## config.mk

```make
export PLATFORM = sky130hd
export DESIGN_NAME = dipq_cfg
export DESIGN_NICKNAME = d
export VERILOG_FILES = /design/src/rtl/dual_incremental_pid_q10_top_defines.svh /design/src/rtl/dipq_pkg.sv /design/src/rtl/dipq_cfg.sv
export SDC_FILE = /design/constraint.sdc
export NUM_CORES = 1
export LEC_CHECK = 0
export BUFFER_PORTS_ARGS = -buffer_cell sky130_fd_sc_hd__buf_2
export CAP_MARGIN = 20
export CORE_MARGIN = 2
export CORE_UTILIZATION = 52
export CTS_BUF_LIST = sky130_fd_sc_hd__clkbuf_8
export CTS_CLUSTER_SIZE = 20
export DETAILED_ROUTE_END_ITERATION = 10
export PLACE_DENSITY = 0.89
export SLEW_MARGIN = 5
export SYNTH_ARGS = -nofsm -noshare
export SYNTH_HDL_FRONTEND = slang
export SYNTH_SLANG_ARGS = --single-unit
```

## constraint.sdc

```tcl
create_clock -name aclk -period 1.4 [get_ports aclk]
set_clock_uncertainty 0.05 [all_clocks]
set_input_delay 0.14 -clock aclk [delete_from_list [all_inputs] [get_ports aclk]]
set_output_delay 0.14 -clock aclk [all_outputs]
set_load 0.005 [all_outputs]
```

## src/rtl/dual_incremental_pid_q10_top_defines.svh

```systemverilog
// Assertion macros for the dual incremental PID block.
// Taken in by the modules that carry concurrent checks; expects aclk and aresetn in scope.
`ifndef DUAL_INCREMENTAL_PID_Q10_TOP_DEFINES_SVH
`define DUAL_INCREMENTAL_PID_Q10_TOP_DEFINES_SVH

// Same-cycle implication, checked out of reset.
`define DIPQ_ASSERT_IMPL(lbl, ante, cons, msg) \
    lbl: assert property (@(posedge aclk) disable iff (!aresetn) (ante) |-> (cons)) \
        else $error(msg);

// Next-cycle implication, checked out of reset.
`define DIPQ_ASSERT_NEXT(lbl, ante, cons, msg) \
    lbl: assert property (@(posedge aclk) disable iff (!aresetn) (ante) |=> (cons)) \
        else $error(msg);

`endif

```

## src/rtl/dipq_pkg.sv

```systemverilog
// Shared widths, register indexes and types for the dual incremental PID block.
// No dependencies; used by every RTL module through scoped names.
package dipq_pkg;

    localparam int SPEED_W   = 16;
    localparam int BASE_W    = 17;
    localparam int DRIVE_W   = 17;
    localparam int ADJ_W     = 18;
    localparam int GAIN_W    = 14;
    localparam int MASK_W    = 2;
    localparam int LIMIT_W   = 16;

    // error and its differences
    localparam int E_W       = SPEED_W + 1;
    localparam int D1_W      = E_W + 1;
    localparam int D2_W      = E_W + 2;

    // gain products and their sum
    localparam int PKP_W     = GAIN_W + D1_W;
    localparam int PKI_W     = GAIN_W + E_W;
    localparam int PKD_W     = GAIN_W + D2_W;
    localparam int INC_W     = PKD_W + 2;

    // drive sum before clamping
    localparam int DSUM_W    = ADJ_W + 1;

    localparam int S_TDATA_W = 104;
    localparam int M_TDATA_W = 72;

    localparam int CFG_INDEX_W = 4;
    localparam int CFG_DATA_W  = 16;

    localparam logic [CFG_INDEX_W-1:0] REG_LEFT_KP     = 4'd0;
    localparam logic [CFG_INDEX_W-1:0] REG_LEFT_KI     = 4'd1;
    localparam logic [CFG_INDEX_W-1:0] REG_LEFT_KD     = 4'd2;
    localparam logic [CFG_INDEX_W-1:0] REG_RIGHT_KP    = 4'd3;
    localparam logic [CFG_INDEX_W-1:0] REG_RIGHT_KI    = 4'd4;
    localparam logic [CFG_INDEX_W-1:0] REG_RIGHT_KD    = 4'd5;
    localparam logic [CFG_INDEX_W-1:0] REG_ENABLE_MASK = 4'd6;
    localparam logic [CFG_INDEX_W-1:0] REG_MOTOR_LIMIT = 4'd7;

    localparam logic [MASK_W-1:0]  MASK_RESET  = 2'd3;
    localparam logic [LIMIT_W-1:0] LIMIT_RESET = 16'd3600;

    localparam logic signed [ADJ_W-1:0] ADJ_LIM = 18'sd131070;

    typedef struct packed {
        logic [GAIN_W-1:0]  left_kp;
        logic [GAIN_W-1:0]  left_ki;
        logic [GAIN_W-1:0]  left_kd;
        logic [GAIN_W-1:0]  right_kp;
        logic [GAIN_W-1:0]  right_ki;
        logic [GAIN_W-1:0]  right_kd;
        logic [MASK_W-1:0]  enable_mask;
        logic [LIMIT_W-1:0] motor_limit;
    } cfg_regs_t;

    // stage load strobes: products, accumulator, adjustment
    typedef struct packed {
        logic ld1;
        logic ld2;
        logic ld3;
    } stage_ctrl_t;

endpackage

```

## src/rtl/dipq_cfg.sv

```systemverilog
// Configuration register file for the dual incremental PID block.
// Depends on dipq_pkg for register indexes, reset values and cfg_regs_t.
module dipq_cfg (
    input  logic                                aclk,
    input  logic                                aresetn,
    input  logic                                cfg_valid,
    output logic                                cfg_ready,
    input  logic [dipq_pkg::CFG_INDEX_W-1:0]    cfg_index,
    input  logic [dipq_pkg::CFG_DATA_W-1:0]     cfg_data,
    output dipq_pkg::cfg_regs_t                 regs
);

    dipq_pkg::cfg_regs_t regs_reg;

    assign cfg_ready = 1'b1;
    assign regs      = regs_reg;

    always_ff @(posedge aclk) begin
        if (!aresetn) begin
            regs_reg.left_kp     <= '0;
            regs_reg.left_ki     <= '0;
            regs_reg.left_kd     <= '0;
            regs_reg.right_kp    <= '0;
            regs_reg.right_ki    <= '0;
            regs_reg.right_kd    <= '0;
            regs_reg.enable_mask <= dipq_pkg::MASK_RESET;
            regs_reg.motor_limit <= dipq_pkg::LIMIT_RESET;
        end else if (cfg_valid) begin
            case (cfg_index)
                dipq_pkg::REG_LEFT_KP: begin
                    regs_reg.left_kp <= cfg_data[dipq_pkg::GAIN_W-1:0];
                end
                dipq_pkg::REG_LEFT_KI: begin
                    regs_reg.left_ki <= cfg_data[dipq_pkg::GAIN_W-1:0];
                end
                dipq_pkg::REG_LEFT_KD: begin
                    regs_reg.left_kd <= cfg_data[dipq_pkg::GAIN_W-1:0];
                end
                dipq_pkg::REG_RIGHT_KP: begin
                    regs_reg.right_kp <= cfg_data[dipq_pkg::GAIN_W-1:0];
                end
                dipq_pkg::REG_RIGHT_KI: begin
                    regs_reg.right_ki <= cfg_data[dipq_pkg::GAIN_W-1:0];
                end
                dipq_pkg::REG_RIGHT_KD: begin
                    regs_reg.right_kd <= cfg_data[dipq_pkg::GAIN_W-1:0];
                end
                dipq_pkg::REG_ENABLE_MASK: begin
                    regs_reg.enable_mask <= cfg_data[dipq_pkg::MASK_W-1:0];
                end
                dipq_pkg::REG_MOTOR_LIMIT: begin
                    regs_reg.motor_limit <= cfg_data[dipq_pkg::LIMIT_W-1:0];
                end
                default: begin
                end
            endcase
        end
    end

endmodule

```

==> flow_summary_export.csv <==
group,metric,value,unit
grt,first_global_vias,2790,
logic_synthesis,postSynthAreaPerCell,10.4,um^2
detailed_routing,antenna_left,0,
layout,n_antenna_cell,0,
flow_run,maxCapViolCount,0,
layout,post-route-util,66.6,%
clocking,htreeDepth,3,
hold_path,min_from,"cfg_data[1]",
grt,grt_usage,23.4,%
setup_path,rr_startpoint,"regs[10]",
setup_path,cp-start-kind,"flop",
sta,setup_viol,0,
sta,rsz0062_at_grt,"false",
clocking,cts_root_buf,"clkbuf_8",
setup_path,path_cells,"buf_2",
layout,drive_gt1_share,31.6,%
setup_path,worst_r2r_endpoint,"regs[10]",
hold_path,hold_path_depth,3,
logic_synthesis,syn-num-nets,389,
setup_path,critPathSlowestCell,"dfxtp_1",
sta,finalSetupTns,0,ps
clocking,post_cts_buffers,0,
layout,fin_nets,512,
setup_path,r2r_slack,630,ps
floorplanning,die_w,89.7,um
place,dp.cells,574,
layout,area_growth,25.1,%
hold_path,hold_end,"regs[17]",
place,place_hpwl,6.59,mm
sta,hold_viol_final,0,
layout,fin_cells,592,
clocking,cts_tree,"built",
pwr,p_leak,0.00248,uW
logic_synthesis,syn_inst,366,
sta,drv_slew,0,
floorplanning,core-area,7180,um^2
grt,grt_pass1_wl,13.9,mm
detailed_routing,first_pass_iters,4,
grt,antenna_found_initial,0,
grt,gr-total-overflow,0,
floorplanning,ios,126,
clocking,clkTransAtPathRegs,90,ps
setup_path,critPathKind,"reg -> out",
floorplanning,die_h,89.7,um
setup_path,critPathMaxStageDelay,360,ps
detailed_routing,vias,3004,
pwr,irDropWorstVdd,0.622,mV
setup_path,rr_worst_depth,2,
logic_synthesis,yosys_warnings,0,
logic_synthesis,yosysSeqAreaShare,53.5,%
clocking,clock_path_buffers,2,
place,routabilityCongestion,0.890,
logic_synthesis,syn-cell-area,3820,um^2
pwr,powerDensity,1080,nW/um^2
sta,period_share,74.2,%
sta,fmax,0.963,GHz
detailed_routing,via_per_inst,5.07,
clocking,clkSinkCount,102,
floorplanning,die_area,8040,um^2
grt,grt_max_degree,54,
clocking,clkLatencyLatePin,350,ps
setup_path,crit_required,1210,ps
hold_path,hp-class,"in -> reg",
detailed_routing,routed_wl,9.35,mm
floorplanning,initial_core_util,53.2,%
place,place.port_buffers,124,
logic_synthesis,synth-seq-cells,102,
setup_path,crit_arrival,850,ps
clocking,cts_buffers,9,
layout,fillCellCount,551,
setup_path,crit_buf_inv,1,
detailed_routing,first_iter_violations,128,
detailed_routing,wl_per_cell,15.8,um
clocking,cts_resized,0,
setup_path,path_delay_family,"flip-flops",
detailed_routing,drc,0,
setup_path,cp_max_fo,2,
layout,largest_register_ffs,102,
sta,min_period,1040,ps
outcome,status,"completed",
logic_synthesis,synthDistinctLibCells,23,
clocking,holdBufCountCts,3,
setup_path,end_kind,"primary output",
pwr,finalPower,5150,uW
floorplanning,rows,31,
-- synth_stat cells (all sizes together) --
library cell,instances,area (um^2)
inv,4,15.0
and3,1,7.51
conb,1,3.75
nor3b,3,45.1
o21ai,4,20.0
mux2i,98,981
nor2b,4,25.0
nand3b,3,42.5
clkbuf,14,53.8
buf,11,100
o311ai,4,35.0
nand2b,1,6.26
nand2,114,430
nor2,2,10.0
dfxtp,102,2040
-- cell families after synthesis --
family / count (synthesis) / share of synthesized area, %
muxes: 98 / 25.7
AOI/OAI and AO/OA: 8 / 1.44
DFF: 102 / 53.5
and+or+nand+nor: 128 / 14.8
other: 1 / 0.0982
buffers and inverters: 29 / 4.42
-- layer usage --
metal / wire (um) / share of wire (%) / track usage, % / vias to the layer above
met5: 0 / 0 / 0 / -
met4: 159 / 1.7 / 7.73 / 0
met3: 595 / 6.4 / 6.03 / 15
met2: 4640 / 50 / 39.8 / 104
met1: 3960 / 42 / 28.8 / 1430
li1: - / - / - / 1455
-- final cells by class --
cell class	instances	area, um^2	area share [%]
Multi-Input combinational cell	235	1610	33.6
Timing Repair Buffer	137	791	16.6
Sequential cell	102	2040	42.7
Inverter	4	15.0	0.314
Clock buffer	11	151	3.17
Tap cell	99	124	2.59
Clock inverter	4	47.5	0.995
-- per-stage QoR --
| stage | worst slack (ps) | hold WS [ps] | area (um^2) |
|---|---|---|---|
| after global routing | 319 | 35.6 | 4780 |
| final | 362 | 29.3 | 4780 |
| after global placement | 167 | 337 | 4550 |
| after detailed placement | 88.8 | 352 | 4550 |
| after floorplan | 239 | 232 | 3820 |
| after CTS | 348 | 11.2 | 4780 |
-- where the power goes --
part           switching, uW  internal, uW  leakage [uW]
logic                    200           130       0.00154
clock network            955           910      0.000107
registers               20.5          2940      0.000824
-- layout by cell type, fill, tap and decap left out --
master / synthesis / layout
and3_2: 1 / 1
nor3b_4: 2 / 2
nor2_1: 1 / 1
clkinv_2: 0 / 1
clkbuf_8: 0 / 11
o311ai_0: 4 / 4
dlygate4sd3_1: 0 / 3
buf_4: 4 / 6
bufinv_16: 0 / 1
conb_1: 1 / 1
nand3b_4: 1 / 1
clkinv_4: 0 / 1
buf_2: 2 / 123
nand3b_2: 2 / 2
nor2_2: 1 / 1
buf_12: 0 / 5
dfxtp_1: 102 / 102
nor2b_1: 4 / 4
nand2_1: 113 / 113
inv_1: 4 / 5
nand2_2: 1 / 1
o21ai_0: 4 / 4
nand2b_1: 1 / 1
nor3b_1: 1 / 1
mux2i_1: 98 / 98
-- worst max path at each step --
stage | startpoint | end | cells past startpoint
3_5_place_dp | cfg_index[3] | regs[55] | 5
3_3_place_gp | cfg_index[3] | regs[58] | 5
5_1_grt | regs[64] | regs[64] | 1
4_1_cts | regs[24] | regs[24] | 1
6_report | regs[24] | regs[24] | 1
2_1_floorplan | cfg_index[1] | regs[5] | 5
No activity file was read; power rests on OpenSTA's default activity.
