<file path="src/rtl/dual_incremental_pid_q10_top_defines.svh">
// Assertion macros for the dual incremental PID block.
// Taken in by the modules that carry concurrent checks; expects aclk and aresetn in scope.
`ifndef DUAL_INCREMENTAL_PID_Q10_TOP_DEFINES_SVH
`define DUAL_INCREMENTAL_PID_Q10_TOP_DEFINES_SVH

// Same-cycle implication, checked out of reset.
`define DIPQ_ASSERT_IMPL(lbl, ante, cons, msg) \
    lbl: assert property (@(posedge aclk) disable iff (!aresetn) (ante) |-> (cons)) \
        else $error(msg);

// Next-cycle implication, checked out of reset.
`define DIPQ_ASSERT_NEXT(lbl, ante, cons, msg) \
    lbl: assert property (@(posedge aclk) disable iff (!aresetn) (ante) |=> (cons)) \
        else $error(msg);

`endif

</file>
<file path="src/rtl/dipq_pkg.sv">
// Shared widths, register indexes and types for the dual incremental PID block.
// No dependencies; used by every RTL module through scoped names.
package dipq_pkg;

    localparam int SPEED_W   = 16;
    localparam int BASE_W    = 17;
    localparam int DRIVE_W   = 17;
    localparam int ADJ_W     = 18;
    localparam int GAIN_W    = 14;
    localparam int MASK_W    = 2;
    localparam int LIMIT_W   = 16;

    // error and its differences
    localparam int E_W       = SPEED_W + 1;
    localparam int D1_W      = E_W + 1;
    localparam int D2_W      = E_W + 2;

    // gain products and their sum
    localparam int PKP_W     = GAIN_W + D1_W;
    localparam int PKI_W     = GAIN_W + E_W;
    localparam int PKD_W     = GAIN_W + D2_W;
    localparam int INC_W     = PKD_W + 2;

    // drive sum before clamping
    localparam int DSUM_W    = ADJ_W + 1;

    localparam int S_TDATA_W = 104;
    localparam int M_TDATA_W = 72;

    localparam int CFG_INDEX_W = 4;
    localparam int CFG_DATA_W  = 16;

    localparam logic [CFG_INDEX_W-1:0] REG_LEFT_KP     = 4'd0;
    localparam logic [CFG_INDEX_W-1:0] REG_LEFT_KI     = 4'd1;
    localparam logic [CFG_INDEX_W-1:0] REG_LEFT_KD     = 4'd2;
    localparam logic [CFG_INDEX_W-1:0] REG_RIGHT_KP    = 4'd3;
    localparam logic [CFG_INDEX_W-1:0] REG_RIGHT_KI    = 4'd4;
    localparam logic [CFG_INDEX_W-1:0] REG_RIGHT_KD    = 4'd5;
    localparam logic [CFG_INDEX_W-1:0] REG_ENABLE_MASK = 4'd6;
    localparam logic [CFG_INDEX_W-1:0] REG_MOTOR_LIMIT = 4'd7;

    localparam logic [MASK_W-1:0]  MASK_RESET  = 2'd3;
    localparam logic [LIMIT_W-1:0] LIMIT_RESET = 16'd3600;

    localparam logic signed [ADJ_W-1:0] ADJ_LIM = 18'sd131070;

    typedef struct packed {
        logic [GAIN_W-1:0]  left_kp;
        logic [GAIN_W-1:0]  left_ki;
        logic [GAIN_W-1:0]  left_kd;
        logic [GAIN_W-1:0]  right_kp;
        logic [GAIN_W-1:0]  right_ki;
        logic [GAIN_W-1:0]  right_kd;
        logic [MASK_W-1:0]  enable_mask;
        logic [LIMIT_W-1:0] motor_limit;
    } cfg_regs_t;

    // stage load strobes: products, accumulator, adjustment
    typedef struct packed {
        logic ld1;
        logic ld2;
        logic ld3;
    } stage_ctrl_t;

endpackage

</file>
<file path="src/rtl/dipq_wheel.sv">
// One wheel of the incremental PID: error history, gain products, saturating
// accumulator and clamped, shifted adjustment. Depends on dipq_pkg.
module dipq_wheel #(
    parameter int ACCUM_WIDTH = 48,
    parameter int FRAC_BITS   = 10
) (
    input  logic                                        aclk,
    input  logic                                        aresetn,
    input  dipq_pkg::stage_ctrl_t                       ctrl,
    input  logic                                        en,
    input  logic [dipq_pkg::GAIN_W-1:0]                 kp,
    input  logic [dipq_pkg::GAIN_W-1:0]                 ki,
    input  logic [dipq_pkg::GAIN_W-1:0]                 kd,
    input  logic [dipq_pkg::LIMIT_W-1:0]                lim,
    input  logic signed [dipq_pkg::SPEED_W-1:0]         target,
    input  logic signed [dipq_pkg::SPEED_W-1:0]         meas,
    output logic signed [dipq_pkg::ADJ_W-1:0]           adjust
);

    localparam int SUM_W = ((ACCUM_WIDTH > dipq_pkg::INC_W) ?
                            ACCUM_WIDTH : dipq_pkg::INC_W) + 1;
    localparam int BND_W = dipq_pkg::LIMIT_W + FRAC_BITS + 1;
    localparam int CMP_W = ((ACCUM_WIDTH > BND_W) ? ACCUM_WIDTH : BND_W) + 1;

    localparam logic signed [SUM_W-1:0] ACC_MAX =
        $signed({{(SUM_W-ACCUM_WIDTH+1){1'b0}}, {(ACCUM_WIDTH-1){1'b1}}});
    localparam logic signed [SUM_W-1:0] ACC_MIN =
        $signed({{(SUM_W-ACCUM_WIDTH+1){1'b1}}, {(ACCUM_WIDTH-1){1'b0}}});

    logic signed [dipq_pkg::E_W-1:0]    e1_reg, e2_reg;
    logic signed [dipq_pkg::PKP_W-1:0]  pkp_reg, pkp_next;
    logic signed [dipq_pkg::PKI_W-1:0]  pki_reg, pki_next;
    logic signed [dipq_pkg::PKD_W-1:0]  pkd_reg, pkd_next;
    logic signed [ACCUM_WIDTH-1:0]      accum_reg, accum_next;
    logic signed [dipq_pkg::ADJ_W-1:0]  adj_reg, adj_next;

    logic signed [dipq_pkg::E_W-1:0]    e_c;
    logic signed [dipq_pkg::D1_W-1:0]   d1;
    logic signed [dipq_pkg::D2_W-1:0]   d2;
    logic signed [dipq_pkg::PKP_W-1:0]  kp_x, d1_x;
    logic signed [dipq_pkg::PKI_W-1:0]  ki_x, e_x;
    logic signed [dipq_pkg::PKD_W-1:0]  kd_x, d2_x;
    logic signed [dipq_pkg::INC_W-1:0]  inc;
    logic signed [SUM_W-1:0]            acc_sum;
    logic signed [CMP_W-1:0]            bound, acc_x, u, sh;
    logic signed [dipq_pkg::ADJ_W-1:0]  sh_n;

    assign adjust = adj_reg;

    // error, differences and gain products
    always_comb begin
        e_c  = dipq_pkg::E_W'(meas) - dipq_pkg::E_W'(target);
        d1   = dipq_pkg::D1_W'(e_c) - dipq_pkg::D1_W'(e1_reg);
        d2   = dipq_pkg::D2_W'(e_c) - (dipq_pkg::D2_W'(e1_reg) <<< 1)
             + dipq_pkg::D2_W'(e2_reg);
        kp_x = $signed(dipq_pkg::PKP_W'(kp));
        d1_x = dipq_pkg::PKP_W'(d1);
        ki_x = $signed(dipq_pkg::PKI_W'(ki));
        e_x  = dipq_pkg::PKI_W'(e_c);
        kd_x = $signed(dipq_pkg::PKD_W'(kd));
        d2_x = dipq_pkg::PKD_W'(d2);
        pkp_next = kp_x * d1_x;
        pki_next = ki_x * e_x;
        pkd_next = kd_x * d2_x;
    end

    // saturating accumulate, cleared while the wheel is disabled
    always_comb begin
        inc = dipq_pkg::INC_W'(pkp_reg) + dipq_pkg::INC_W'(pki_reg)
            + dipq_pkg::INC_W'(pkd_reg);
        acc_sum = SUM_W'(accum_reg) + SUM_W'(inc);
        if (!en) begin
            accum_next = '0;
        end else if (acc_sum > ACC_MAX) begin
            accum_next = ACCUM_WIDTH'(ACC_MAX);
        end else if (acc_sum < ACC_MIN) begin
            accum_next = ACCUM_WIDTH'(ACC_MIN);
        end else begin
            accum_next = acc_sum[ACCUM_WIDTH-1:0];
        end
    end

    // clamp to twice the limit in Q format, drop fraction, negate
    always_comb begin
        bound = $signed(CMP_W'(lim)) <<< (FRAC_BITS + 1);
        acc_x = CMP_W'(accum_reg);
        if (acc_x > bound) begin
            u = bound;
        end else if (acc_x < -bound) begin
            u = -bound;
        end else begin
            u = acc_x;
        end
        sh       = u >>> FRAC_BITS;
        sh_n     = dipq_pkg::ADJ_W'(sh);
        adj_next = -sh_n;
    end

    always_ff @(posedge aclk) begin
        if (!aresetn) begin
            e1_reg    <= '0;
            e2_reg    <= '0;
            accum_reg <= '0;
        end else begin
            if (ctrl.ld1) begin
                e1_reg <= en ? e_c : '0;
                e2_reg <= en ? e1_reg : '0;
            end
            if (ctrl.ld2) begin
                accum_reg <= accum_next;
            end
        end
    end

    always_ff @(posedge aclk) begin
        if (ctrl.ld1) begin
            pkp_reg <= pkp_next;
            pki_reg <= pki_next;
            pkd_reg <= pkd_next;
        end
        if (ctrl.ld3) begin
            adj_reg <= adj_next;
        end
    end

endmodule

</file>
<file path="config.mk">
export PLATFORM = sky130hd
export DESIGN_NAME = dipq_wheel
export DESIGN_NICKNAME = d
export VERILOG_FILES = /design/src/rtl/dual_incremental_pid_q10_top_defines.svh /design/src/rtl/dipq_pkg.sv /design/src/rtl/dipq_wheel.sv
export SDC_FILE = /design/constraint.sdc
export NUM_CORES = 2
export LEC_CHECK = 0
export ABC_AREA = 1
export BUFFER_PORTS_ARGS = -buffer_cell sky130_fd_sc_hd__buf_2
export CAP_MARGIN = 20
export CORE_ASPECT_RATIO = 1.5
export CORE_MARGIN = 5
export CORE_UTILIZATION = 55
export DETAILED_ROUTE_END_ITERATION = 10
export GPL_ROUTABILITY_DRIVEN = 0
export PLACE_DENSITY = 0.79
export SLEW_MARGIN = 20
export SYNTH_ARGS = -nofsm -noshare
export SYNTH_HDL_FRONTEND = slang
export SYNTH_SLANG_ARGS = --single-unit
</file>
<file path="constraint.sdc">
create_clock -name aclk -period 12.8 [get_ports aclk]
set_input_delay 1.92 -clock aclk [delete_from_list [all_inputs] [get_ports aclk]]
set_output_delay 1.92 -clock aclk [all_outputs]
set_load 0.02 [all_outputs]
</file>
==> summary.md <==
| Metric | Value |
|---|---|
| Status | `complete, no violations` |
| Min Clock Period, post-route | `11.89 ns` |
| Antenna-violating nets left | `0` |
| Die X-Extent | `238 um` |
| Ys async rst share | `0%` |
| Post CTS Setup Buffer Count | `0` |
| Starting Density | `55.3%` |
| Worst-Margin Slew | `1.06 ns` |
| Cell repeated most along the worst path | `nand2_1` |
| Syn_nets | `6,470` |
| Post-synth EDFFs | `114` |
| Core area | `77,400 um2` |
| Post-route setup slack | `0.911 ns` |
| HP Class | `flop to flop` |
| Worst endpoint data arrival time | `12.09 ns` |
| Largest net degree at the start of global routing | `83` |
| Via-per-instance ratio | `5.70` |
| Worst-Skew Late Latency | `0.48 ns` |
| H-tree Lvls | `4` |
| Critical Path Source Type | `primary input` |
| Worst EP required | `13.00 ns` |
| Rel. slew slack | `29.0%` |
| Register area share after synthesis | `11.8%` |
| CTS-repair resized insts | `0` |
| FILL cells | `6,750` |
| Initial antenna violation count | `3` |
| Slowest-stage cell, CP | `xnor2_1` |
| Area post-placement | `44,500 um2` |
| RSZ-0062 raised after global routing | `false` |
| DRC | `0` |
| First-pass GRT wire length | `195,000 um` |
| Pre-CTS setup slack | `0.555 ns` |
| Total wire length | `122,000 um` |
| Area contributors post-synth | `fa_1 38%, ha_1 11%, inv_1 9.2%` |
| Clk sink count | `196` |
| Post-synth cell types | `57` |
| Row count | `125` |
| Design area | `45,100 um2` |
| Reg clk slew, reported paths | `0.08 ns` |
| Kind of end point of the critical path | `flop` |
| Drt first-iter violations | `2,510` |
| Fmax | `84.1 MHz` |
| Synth warn | `0` |
| Max-slew violations | `0` |
| Final setup viols | `0` |
| Fin nets | `6,533` |
| Remaining global-route overflow | `0` |
| Mean Syn Cell Area | `8.28 um2` |
| Final hold viol count | `0` |
| Vias in the first global route | `37,996` |
| Max-Cap Viols | `0` |
| Share of the synthesized area in the top cell type | `38.0%` |
| CTS Buf Count | `17` |
| Crit-path max FO | `8` |
| CTS tree | `yes` |
| Number of buffers inserted by port buffering | `113` |
| DR WL/cell | `19.5 um` |
| Setup CP Type | `primary input to flop` |
| Mapped Area | `42,800 um2` |
| Total Routing Usage GR | `29.7%` |
| Max clock buf depth | `2` |
| Buf/Inv on CP | `7` |
| Cell family with most CP delay | `adder cells` |
| #FFs+latches synth | `196` |
| Ports | `114` |
| DR vias | `35,748` |
| Fraction of layout cells with a size suffix above 1 | `4.70%` |
| Die H | `352 um` |
| DP HPWL | `104,000 um` |
| Setup TNS | `0 ns` |
| Most common flop cell mapped by yosys | `edfxtp_1` |
| Synth area leader | `fa_1` |
| Fin Clk Skew | `0.0237 ns` |
| Die Area | `83,700 um2` |
| Largest register FFs | `48` |
| Area grow syn2layout | `5.27%` |
| First drt pass iteration count | `7` |
| Syn Inst Count | `5,176` |
| CTS hold repair buffers | `0` |
| Crit share post-route | `92.9%` |
| Clock root buffer | `clkbuf_16` |
| Worst stage delay on the critical path | `0.59 ns` |
## worst register-to-register path, delay by kind of cell, from the launching register on
family                     cells  cell delay (ns)
adders and majority gates      9             4.21
AOI/OAI and AO/OA              6             1.23
DFF                            1             0.35
xor gates and xnor gates       2             0.77
and+or+nand+nor               15             1.66
buffers and inverters          6             0.67
## synth_stat cells, drive strengths merged (28+ instances only)
master  count
xor2      107
ha        384
nand4      28
dfxtp      82
nor3       31
or2        46
edfxtp    114
clkbuf     87
nand2     996
a21oi     294
nand3     124
o21ai     131
nor2      627
xnor2      76
inv      1052
fa        814
## through the flow
step / instances / hold WS (ns) / utilization, %
5_1_grt: 6268 / 0.500 / 58.2
2_1_floorplan: 5176 / 0.450 / -
6_report: 6269 / 0.467 / 58.2
3_3_place_gp: 6236 / 0.458 / 57.5
4_1_cts: 6268 / 0.470 / 58.2
3_5_place_dp: 6236 / 0.467 / 57.5
## layout by cell type (no fill, tap or decap), types with 45 or more instances in the layout
cell      instances
inv_1          1045
nand2_1         990
fa_1            814
nor2_1          625
ha_1            384
a21oi_1         292
nand3_1         123
o21ai_0         116
edfxtp_1        114
buf_2           112
xor2_1          106
dfxtp_1          82
xnor2_1          76
or2_2            45
## final timing paths
check | from | endpoint | slack [ns] | depth (start not counted)
worst min register to register | e1_reg[8] | e2_reg[8] | 0.47 | 2
worst max register to register | e1_reg[1] | pkd_reg[32] | 3.68 | 38
worst min-delay path | e1_reg[8] | e2_reg[8] | 0.47 | 2
worst max-delay path | target[2] | pkd_reg[32] | 0.91 | 46
## per-layer routing
layer | vias up | track usage, % | wire length, um
li1 | 15946 | - | -
met1 | 17362 | 31.0 | 39100
met2 | 1761 | 52.2 | 61000
met3 | 675 | 4.37 | 8440
met4 | 4 | 25.7 | 13800
met5 | - | 0 | 46
## logic make-up (layout without fill, tap and decap cells)
kind of cell,after synthesis,count (layout),share of synthesized area (%)
simple gates,1881,1881,17.7
compound gates,544,544,7.09
flops,196,196,11.8
fa+ha+maj,1198,1198,49.3
xor+xnor,183,183,3.76
other cells,0,1,0
buf+inv,1174,1250,10.4
## final cells by class
type | instances | area [um2] | area share (%)
Antenna cell | 1 | 2.50 | 0.00555
Clock buffer | 18 | 429 | 0.952
Clock inverter | 14 | 168 | 0.372
Inverter | 1073 | 4030 | 8.93
Multi-Input combinational cell | 3806 | 33300 | 73.9
Sequential cell | 196 | 5060 | 11.2
Tap cell | 1016 | 1270 | 2.82
Timing Repair Buffer | 145 | 808 | 1.79
Power is not shown: default switching activity piles up to over one toggle a cycle in this logic, so the estimate is an artifact.
